--- src/hdl/ctt_pkg.sv ---
// Shared types, sizes and codes of the countdown timer table.
package ctt_pkg;

   localparam int NUM_SLOTS = 16;
   localparam int IDX_W     = (NUM_SLOTS > 1) ? $clog2(NUM_SLOTS) : 1;
   localparam int SLOT_W    = 6;
   localparam int COUNT_W   = 16;
   localparam int TAG_W     = 16;
   localparam int KIND_W    = 2;

   localparam logic MODE_TICK = 1'b0;
   localparam logic MODE_ARM  = 1'b1;

   typedef enum logic [KIND_W-1:0] {
      KIND_ARMED   = 2'd0,
      KIND_FULL    = 2'd1,
      KIND_EXPIRED = 2'd2
   } kind_type;

   typedef enum logic [1:0] {
      ST_IDLE,
      ST_ARM_SCAN,
      ST_TICK_READ,
      ST_TICK_UPDATE
   } ctt_state_type;

   // Commands from the controller to the datapath.
   typedef struct packed {
      logic accept;
      logic idx_inc;
      logic arm_write;
      logic arm_result;
      logic full_result;
      logic mem_read;
      logic tick_emit;
      logic tick_dec;
   } ctt_cmd_type;

   // Status from the datapath to the controller.
   typedef struct packed {
      logic cur_valid;
      logic cur_expiring;
      logic idx_last;
      logic out_free;
   } ctt_sts_type;

endpackage

--- src/hdl/ctt_req_if.sv ---
// Input item channel of the countdown timer table.
interface ctt_req_if import ctt_pkg::*; ();
   logic               valid;
   logic               ready;
   logic               mode;
   logic [COUNT_W-1:0] count;
   logic [TAG_W-1:0]   tag;

   modport source (output valid, output mode, output count, output tag, input ready);
   modport sink   (input valid, input mode, input count, input tag, output ready);
endinterface

--- src/hdl/ctt_rsp_if.sv ---
// Result item channel of the countdown timer table.
interface ctt_rsp_if import ctt_pkg::*; ();
   logic              valid;
   logic              ready;
   logic [KIND_W-1:0] kind;
   logic [SLOT_W-1:0] slot;
   logic [TAG_W-1:0]  tag_out;
   logic              last;

   modport source (output valid, output kind, output slot, output tag_out, output last,
                   input ready);
   modport sink   (input valid, input kind, input slot, input tag_out, input last,
                   output ready);
endinterface

--- src/hdl/countdown_timer_table_unit.sv ---
// Top level of the countdown timer table: controller and datapath joined by command and status.
//
// The block keeps NUM_SLOTS countdown timers. An arm item (mode 1) claims the lowest free
// slot, stores its count and tag, and answers with one item of kind armed carrying the slot;
// when every slot is busy it answers with one item of kind full. A tick item (mode 0) walks
// the slots in ascending order: each armed timer counts down, and every timer that reaches
// zero (a timer armed with zero included) is freed and reported by an item of kind expired
// carrying its slot and tag, the final one of the tick marked last. A tick that frees nothing
// gives no item. One item is worked on at a time. The arm scan looks at the slots one by
// one from the lowest until it finds a free slot or reaches the last one. The tick walk
// passes over each free slot and takes two steps for each armed slot: a registered read of
// the count and tag memories, then the update. A result sits in an output register, so the
// block goes back to accepting items while it waits to be taken; the scan or walk only
// pauses when a new result meets an output register that is still full.
module countdown_timer_table_unit import ctt_pkg::*; (
   input logic       clock,
   input logic       reset,
   ctt_req_if.sink   req_ch,
   ctt_rsp_if.source rsp_ch
);

   ctt_cmd_type cmd;
   ctt_sts_type sts;

   // Sequencer: decides when an item is taken and steps the slot walk.
   ctt_ctrl u_ctrl (
      .clock     (clock),
      .reset     (reset),
      .req_valid (req_ch.valid),
      .req_mode  (req_ch.mode),
      .req_ready (req_ch.ready),
      .sts       (sts),
      .cmd       (cmd)
   );

   // Slot flags, count and tag memories, and the result register.
   ctt_dpath u_dpath (
      .clock     (clock),
      .reset     (reset),
      .cmd       (cmd),
      .sts       (sts),
      .req_mode  (req_ch.mode),
      .req_count (req_ch.count),
      .req_tag   (req_ch.tag),
      .rsp_ch    (rsp_ch)
   );

endmodule

--- src/hdl/ctt_ctrl.sv ---
// Controller state machine of the countdown timer table.
module ctt_ctrl import ctt_pkg::*; (
   input  logic        clock,
   input  logic        reset,
   input  logic        req_valid,
   input  logic        req_mode,
   output logic        req_ready,
   input  ctt_sts_type sts,
   output ctt_cmd_type cmd
);

   ctt_state_type state_ff;
   ctt_state_type state_in;

   always_ff @(posedge clock) begin
      if (reset) begin
         state_ff <= ST_IDLE;
      end else begin
         state_ff <= state_in;
      end
   end

   always_comb begin
      state_in  = state_ff;
      req_ready = 1'b0;
      cmd       = '0;
      case (state_ff)
         ST_IDLE: begin
            req_ready = 1'b1;
            if (req_valid) begin
               cmd.accept = 1'b1;
               state_in   = (req_mode == MODE_ARM) ? ST_ARM_SCAN : ST_TICK_READ;
            end
         end
         ST_ARM_SCAN: begin
            if (!sts.cur_valid) begin
               if (sts.out_free) begin
                  cmd.arm_write  = 1'b1;
                  cmd.arm_result = 1'b1;
                  state_in       = ST_IDLE;
               end
            end else if (sts.idx_last) begin
               if (sts.out_free) begin
                  cmd.full_result = 1'b1;
                  state_in        = ST_IDLE;
               end
            end else begin
               cmd.idx_inc = 1'b1;
            end
         end
         ST_TICK_READ: begin
            if (sts.cur_valid) begin
               cmd.mem_read = 1'b1;
               state_in     = ST_TICK_UPDATE;
            end else if (sts.idx_last) begin
               state_in = ST_IDLE;
            end else begin
               cmd.idx_inc = 1'b1;
            end
         end
         ST_TICK_UPDATE: begin
            if (!sts.cur_expiring || sts.out_free) begin
               cmd.tick_emit = sts.cur_expiring;
               cmd.tick_dec  = !sts.cur_expiring;
               if (sts.idx_last) begin
                  state_in = ST_IDLE;
               end else begin
                  cmd.idx_inc = 1'b1;
                  state_in    = ST_TICK_READ;
               end
            end
         end
         default: begin
            state_in = ST_IDLE;
         end
      endcase
   end

endmodule

--- src/hdl/ctt_dpath.sv ---
// Datapath of the countdown timer table: slot flags, count and tag memories, result register.
module ctt_dpath import ctt_pkg::*; (
   input  logic               clock,
   input  logic               reset,
   input  ctt_cmd_type        cmd,
   output ctt_sts_type        sts,
   input  logic               req_mode,
   input  logic [COUNT_W-1:0] req_count,
   input  logic [TAG_W-1:0]   req_tag,
   ctt_rsp_if.source          rsp_ch
);

   logic [COUNT_W-1:0] count_mem [NUM_SLOTS];
   logic [TAG_W-1:0]   tag_mem   [NUM_SLOTS];

   logic [NUM_SLOTS-1:0] valid_ff, valid_in;
   logic [NUM_SLOTS-1:0] le1_ff, le1_in;
   logic [NUM_SLOTS-1:0] expmask_ff, expmask_in;
   logic [IDX_W-1:0]     idx_ff, idx_in;
   logic                 item_mode_ff, item_mode_in;
   logic [COUNT_W-1:0]   item_count_ff, item_count_in;
   logic [TAG_W-1:0]     item_tag_ff, item_tag_in;
   logic [COUNT_W-1:0]   rd_count_ff;
   logic [TAG_W-1:0]     rd_tag_ff;

   logic                 out_valid_ff, out_valid_in;
   kind_type             out_kind_ff, out_kind_in;
   logic [SLOT_W-1:0]    out_slot_ff, out_slot_in;
   logic [TAG_W-1:0]     out_tag_ff, out_tag_in;
   logic                 out_last_ff, out_last_in;

   logic [NUM_SLOTS-1:0] slot_onehot;
   logic                 load;

   assign sts.cur_valid    = valid_ff[idx_ff];
   assign sts.cur_expiring = le1_ff[idx_ff];
   assign sts.idx_last     = (idx_ff == IDX_W'(NUM_SLOTS - 1));
   assign sts.out_free     = !out_valid_ff || rsp_ch.ready;

   assign load = cmd.arm_result || cmd.full_result || cmd.tick_emit;

   always_comb begin
      slot_onehot         = '0;
      slot_onehot[idx_ff] = 1'b1;

      valid_in      = valid_ff;
      le1_in        = le1_ff;
      expmask_in    = expmask_ff;
      idx_in        = idx_ff;
      item_mode_in  = item_mode_ff;
      item_count_in = item_count_ff;
      item_tag_in   = item_tag_ff;

      if (cmd.accept) begin
         item_mode_in  = req_mode;
         item_count_in = req_count;
         item_tag_in   = req_tag;
         idx_in        = '0;
         // Snapshot of the slots that expire on this tick; it tells which result is last.
         expmask_in    = valid_ff & le1_ff;
      end else if (cmd.idx_inc) begin
         idx_in = idx_ff + IDX_W'(1);
      end

      if (cmd.arm_write) begin
         valid_in = valid_ff | slot_onehot;
         le1_in[idx_ff] = (item_count_ff <= COUNT_W'(1));
      end
      if (cmd.tick_emit) begin
         valid_in   = valid_ff & ~slot_onehot;
         expmask_in = expmask_ff & ~slot_onehot;
      end
      if (cmd.tick_dec) begin
         le1_in[idx_ff] = (rd_count_ff == COUNT_W'(2));
      end

      out_valid_in = out_valid_ff && !rsp_ch.ready;
      out_kind_in  = out_kind_ff;
      out_slot_in  = out_slot_ff;
      out_tag_in   = out_tag_ff;
      out_last_in  = out_last_ff;
      if (load) begin
         out_valid_in = 1'b1;
         out_last_in  = 1'b1;
         out_tag_in   = '0;
         out_slot_in  = SLOT_W'(idx_ff);
         out_kind_in  = KIND_ARMED;
         if (cmd.full_result) begin
            out_kind_in = KIND_FULL;
            out_slot_in = '0;
         end else if (cmd.tick_emit) begin
            out_kind_in = KIND_EXPIRED;
            out_tag_in  = rd_tag_ff;
            out_last_in = ~|(expmask_ff & ~slot_onehot);
         end
      end
   end

   always_ff @(posedge clock) begin
      if (reset) begin
         valid_ff     <= '0;
         le1_ff       <= '0;
         expmask_ff   <= '0;
         idx_ff       <= '0;
         out_valid_ff <= 1'b0;
      end else begin
         valid_ff     <= valid_in;
         le1_ff       <= le1_in;
         expmask_ff   <= expmask_in;
         idx_ff       <= idx_in;
         out_valid_ff <= out_valid_in;
      end
   end

   always_ff @(posedge clock) begin
      item_mode_ff  <= item_mode_in;
      item_count_ff <= item_count_in;
      item_tag_ff   <= item_tag_in;
      out_kind_ff   <= out_kind_in;
      out_slot_ff   <= out_slot_in;
      out_tag_ff    <= out_tag_in;
      out_last_ff   <= out_last_in;
   end

   // Count and tag memories: one write port, one registered read port.
   always_ff @(posedge clock) begin
      if (cmd.arm_write) begin
         count_mem[idx_ff] <= item_count_ff;
         tag_mem[idx_ff]   <= item_tag_ff;
      end else if (cmd.tick_dec) begin
         count_mem[idx_ff] <= rd_count_ff - COUNT_W'(1);
      end
      if (cmd.mem_read) begin
         rd_count_ff <= count_mem[idx_ff];
         rd_tag_ff   <= tag_mem[idx_ff];
      end
   end

   assign rsp_ch.valid   = out_valid_ff;
   assign rsp_ch.kind    = out_kind_ff;
   assign rsp_ch.slot    = out_slot_ff;
   assign rsp_ch.tag_out = out_tag_ff;
   assign rsp_ch.last    = out_last_ff;

   a_load_when_free: assert property (@(posedge clock) disable iff (reset)
      load |-> (!out_valid_ff || rsp_ch.ready))
      else $error("result loaded over an untaken result");

   a_expmask_in_valid: assert property (@(posedge clock) disable iff (reset)
      (expmask_ff & ~valid_ff) == '0)
      else $error("expiry mask names a free slot");

   a_arm_free_slot: assert property (@(posedge clock) disable iff (reset)
      cmd.arm_write |-> !valid_ff[idx_ff])
      else $error("arm overwrote a busy slot");

   a_emit_in_mask: assert property (@(posedge clock) disable iff (reset)
      cmd.tick_emit |-> (expmask_ff[idx_ff] && (item_mode_ff == MODE_TICK)))
      else $error("expiry reported for a slot outside the tick snapshot");

endmodule
--- src/flat_wrapper.sv ---
// flat-port wrapper written by rule: the top's interface ports become plain ports
module countdown_timer_table_unit_flat import ctt_pkg::*;
  (clock, reset, req_ch_valid, req_ch_mode, req_ch_count, req_ch_tag, req_ch_ready, rsp_ch_valid, rsp_ch_kind, rsp_ch_slot, rsp_ch_tag_out, rsp_ch_last, rsp_ch_ready);
  ctt_req_if req_ch_i ();
  ctt_rsp_if rsp_ch_i ();
  input logic clock;
  input logic reset;
  input wire logic [$bits(req_ch_i.valid)-1:0] req_ch_valid;
  input wire logic [$bits(req_ch_i.mode)-1:0] req_ch_mode;
  input wire logic [$bits(req_ch_i.count)-1:0] req_ch_count;
  input wire logic [$bits(req_ch_i.tag)-1:0] req_ch_tag;
  output wire logic [$bits(req_ch_i.ready)-1:0] req_ch_ready;
  output wire logic [$bits(rsp_ch_i.valid)-1:0] rsp_ch_valid;
  output wire logic [$bits(rsp_ch_i.kind)-1:0] rsp_ch_kind;
  output wire logic [$bits(rsp_ch_i.slot)-1:0] rsp_ch_slot;
  output wire logic [$bits(rsp_ch_i.tag_out)-1:0] rsp_ch_tag_out;
  output wire logic [$bits(rsp_ch_i.last)-1:0] rsp_ch_last;
  input wire logic [$bits(rsp_ch_i.ready)-1:0] rsp_ch_ready;
  assign req_ch_i.valid = req_ch_valid;
  assign req_ch_i.mode = req_ch_mode;
  assign req_ch_i.count = req_ch_count;
  assign req_ch_i.tag = req_ch_tag;
  assign req_ch_ready = req_ch_i.ready;
  assign rsp_ch_valid = rsp_ch_i.valid;
  assign rsp_ch_kind = rsp_ch_i.kind;
  assign rsp_ch_slot = rsp_ch_i.slot;
  assign rsp_ch_tag_out = rsp_ch_i.tag_out;
  assign rsp_ch_last = rsp_ch_i.last;
  assign rsp_ch_i.ready = rsp_ch_ready;
  countdown_timer_table_unit u_core (.clock(clock), .reset(reset), .req_ch(req_ch_i), .rsp_ch(rsp_ch_i));
endmodule
--- config.mk ---
export PLATFORM = sky130hd
export DESIGN_NAME = countdown_timer_table_unit_flat
export DESIGN_NICKNAME = d
export VERILOG_FILES = /design/src/hdl/ctt_pkg.sv /design/src/hdl/ctt_req_if.sv /design/src/hdl/ctt_rsp_if.sv /design/src/hdl/countdown_timer_table_unit.sv /design/src/hdl/ctt_ctrl.sv /design/src/hdl/ctt_dpath.sv /design/src/flat_wrapper.sv
export SDC_FILE = /design/constraint.sdc
export NUM_CORES = 1
export LEC_CHECK = 0
export ABC_AREA = 1
export BUFFER_PORTS_ARGS = -buffer_cell sky130_fd_sc_hd__clkbuf_2
export CORE_MARGIN = 4
export CORE_UTILIZATION = 55
export CTS_CLUSTER_DIAMETER = 50
export DETAILED_ROUTE_END_ITERATION = 6
export GPL_TIMING_DRIVEN = 0
export PLACE_DENSITY = 0.71
export RECOVER_POWER = 50
export SLEW_MARGIN = 20
export SYNTH_ARGS = -nofsm -noshare
export SYNTH_HDL_FRONTEND = slang
export SYNTH_SLANG_ARGS = --single-unit
--- constraint.sdc ---
create_clock -name clock -period 4.3 [get_ports clock]
set_input_delay 1.075 -clock clock [delete_from_list [all_inputs] [get_ports clock]]
set_output_delay 1.075 -clock clock [all_outputs]
set_load 0.01 [all_outputs]
==> results.cfg <==
[final_layout]
multiInputGateArea_um2 = 6330
syn_to_final_growth_pct = 13.6
ff_latch_area_um2 = 19100
antennaDiodeCount = 0
nets = 2441
layout.cells.non_filler = 3057
postLayoutCellArea_um2 = 30000
layout-drive-gt1-share_pct = 8.61
fill_cells = 3525

[critical_path]
cp.required_ns = 4.51
path_max_fanout = 17
setup.worst_path.start_class = register
critPathLaunch = u_core.u_dpath.idx_ff[1]$_SDFFE_PP0P_
worstPathArrival_ns = 4.29
end_kind = register
r2r_start = u_core.u_dpath.idx_ff[1]$_SDFFE_PP0P_
crit_type = reg2reg

[synthesis]
syn_area_per_cell_um2 = 11.7
synthCells = 2245
post_synth_main_area_contributors = edfxtp_1 68%, o21ai_0 5.8%, nor2_1 5.3%
syn_area_um2 = 26400
synth-warning-count = 0
ys_types = 31
synth_edf_count = 599
ys_seq_elements = 654
yosysSeqAreaShare_pct = 72.4
synth_top_area_share_pct = 68.2
async_flop_share_pct = 0
yosys_most_used_dff = edfxtp_1
synthTopCellsByCount = 599 x edfxtp_1, 374 x nor2_1, 351 x nand2_1
yosysMostFrequentCell = edfxtp_1
yosysTopAreaCell = edfxtp_1

[route]
vias = 18900
firstDrtPassIters = 6
wl_per_cell_um = 25.2
drtIter0Drc = 2459
route.detailed.drc = 0
totalWireLength_mm = 77.0
avgViaCountPerCell = 6.20
antenna_left = 0

[clocking]
post_cts_buffers = 0
root_buffer = clkbuf_16
clk_path_buf_depth = 3
numCtsBuffers = 70
clkTransAtPathRegs_ns = 0.06
h-tree-depth = 3
cts-hold-fix-buffers = 0
clock-sinks = 654
cts_tree = done
clkLatencyLatePin_ns = 0.61

[sta]
setup_viol = 0
finalCritPeriodShare_pct = 95.0
maxSlewViolCount = 17
period_needed_ns = 4.08
tns_ns = 0
relSlewSlack_pct = -7.03
tightest_slew_ns = 1.59
fmax_mhz = 245
rsz0062_at_grt = no
finClkSkew_ns = 0.0255
final_hold_viol_count = 0

[placement]
placed_area_um2 = 27800
gp_congestion = 0.944
place.detailed.hpwl_mm = 49.7
port_buffers = 61
placed_cells = 2933

[outcome]
outcome = finished with violations
violations = max-capacitance violations, max-slew violations

[global_route]
grtUsageTotal_pct = 30.0
antenna_found_initial = 0
grt_pass1_wl_mm = 113
grt_pass1_vias = 18100
overflow = 0
grt_max_degree = 26

[floorplanning]
die_h_um = 227
die_area_um2 = 51500
rows = 79
die_width_um = 227
coreArea_um2 = 47000
ios = 64
start_util_pct = 56.2

[worst_hold_path]
min-delay-path-class = reg2reg

[run]
drv_cap = 1

[pwr]
pwr_density_cell_nw_per_um2 = 595
peakVddDrop_v = 0.000381
p_leak_nw = 10.3
cell usage in the layout (no fill, tap or decap), drive strengths merged, types with 17 or more instances in the layout:
cell,Yosys,final
a21oi,18,18
buf,36,43
clkbuf,92,253
clkinv,0,20
dfxtp,55,55
edfxtp,599,599
inv,121,124
nand2,352,352
nand3,45,45
nand4,38,38
nor2,390,390
nor3,17,17
o21ai,304,304
o22ai,128,128
flip-flops by register name, summed over array words and instances (netlist names), named ones only:
signal	cells
u_core.u_dpath.rsp_ch.last	1
u_core.u_dpath.rd_tag_ff	16
u_core.u_dpath.item_count_ff	16
u_core.u_dpath.rsp_ch.valid	1
u_core.u_dpath.rsp_ch.slot	4
u_core.u_dpath.item_tag_ff	16
u_core.u_dpath.rd_count_ff	16
u_core.u_dpath.tag_mem	256
u_core.u_dpath.rsp_ch.kind	2
u_core.u_dpath.expmask_ff	16
u_core.u_dpath.rsp_ch.tag_out	16
u_core.u_dpath.count_mem	256
u_core.u_dpath.idx_ff	4
u_core.u_ctrl.state_ff	2
routing by layer:
layer | up-vias | share of wire [%] | GRT usage, %
met5 | - | 0 | 0
met4 | 0 | 4.7 | 12.8
met3 | 240 | 12 | 6.89
met2 | 1284 | 46 | 47.4
met1 | 9130 | 38 | 40.8
li1 | 8286 | - | -
final timing paths:
| kind | to | slack [ns] | cells past startpoint |
|---|---|---|---|
| worst max register to register | u_core.u_dpath.rd_count_ff[3]$_DFFE_PP_ | 0.22 | 10 |
| worst min register to register | register | 0.52 | 2 |
| worst max-delay path | u_core.u_dpath.rd_count_ff[3]$_DFFE_PP_ | 0.22 | 10 |
| worst min-delay path | register | 0.52 | 2 |
what timing repair did:
action,in CTS,in global routing
gates resized for setup,0,7
hold endpoints to repair,0,0
endpoints found under the setup margin,0,58
area by class of cell:
cell class | instances | area share, %
Sequential cell | 654 | 63.7
Multi-Input combinational cell | 1343 | 21.1
Clock buffer | 89 | 6.29
Tap cell | 607 | 2.54
Clock inverter | 35 | 1.35
Timing Repair Buffer | 80 | 1.60
Buffer | 128 | 1.83
Inverter | 121 | 1.53
kinds of logic (layout without fill, tap and decap cells):
kind of cell	after synthesis	count (layout)	synth area share [%]
buffers and inverters	249	453	3.83
AO/OA/AOI/OAI	473	473	9.77
AND/OR/NAND/NOR	848	848	13.2
flip-flops	654	654	72.4
XOR/XNOR	14	14	0.465
adder cells (fa/ha/maj)	6	6	0.285
other	1	2	0.0142
stage by stage:
| stage | setup slack, ns | total power [mW] | util, % | hold slack, ns |
|---|---|---|---|---|
| finish | 0.217 | 17.8 | 63.8 | 0.520 |
| global route | 0.157 | 18.5 | 63.8 | 0.532 |
| CTS | 0.112 | 17.8 | 64.1 | 0.515 |
| detailed placement | 0.136 | 11.9 | 59.2 | 0.493 |
| global placement | -0.837 | 11.7 | 58.4 | 0.493 |
| floorplan | 1.30 | 10.2 | - | 0.444 |
where the power goes:
part	total, mW	leakage [nW]	switching (mW)	internal (mW)
Combinational	3.72	3.32	2.83	0.890
Clock	6.02	1.11	2.47	3.55
Sequential	8.09	5.86	0.281	7.81
Total	17.8	10.3	5.58	12.2
worst max-delay path, cell delays in order (launching register included):
cell and delay (ns):
dfxtp_1 0.53, clkbuf_1 0.68, nand3_1 0.18, nand2_1 0.10, nand2_1 0.07, nand2_1 0.13, nor2_1 0.12, inv_1 0.11
nand2_1 0.12, inv_1 0.66, dlymetal6s2s_1 0.95
Note: power is estimated with default switching activity, not from simulation.
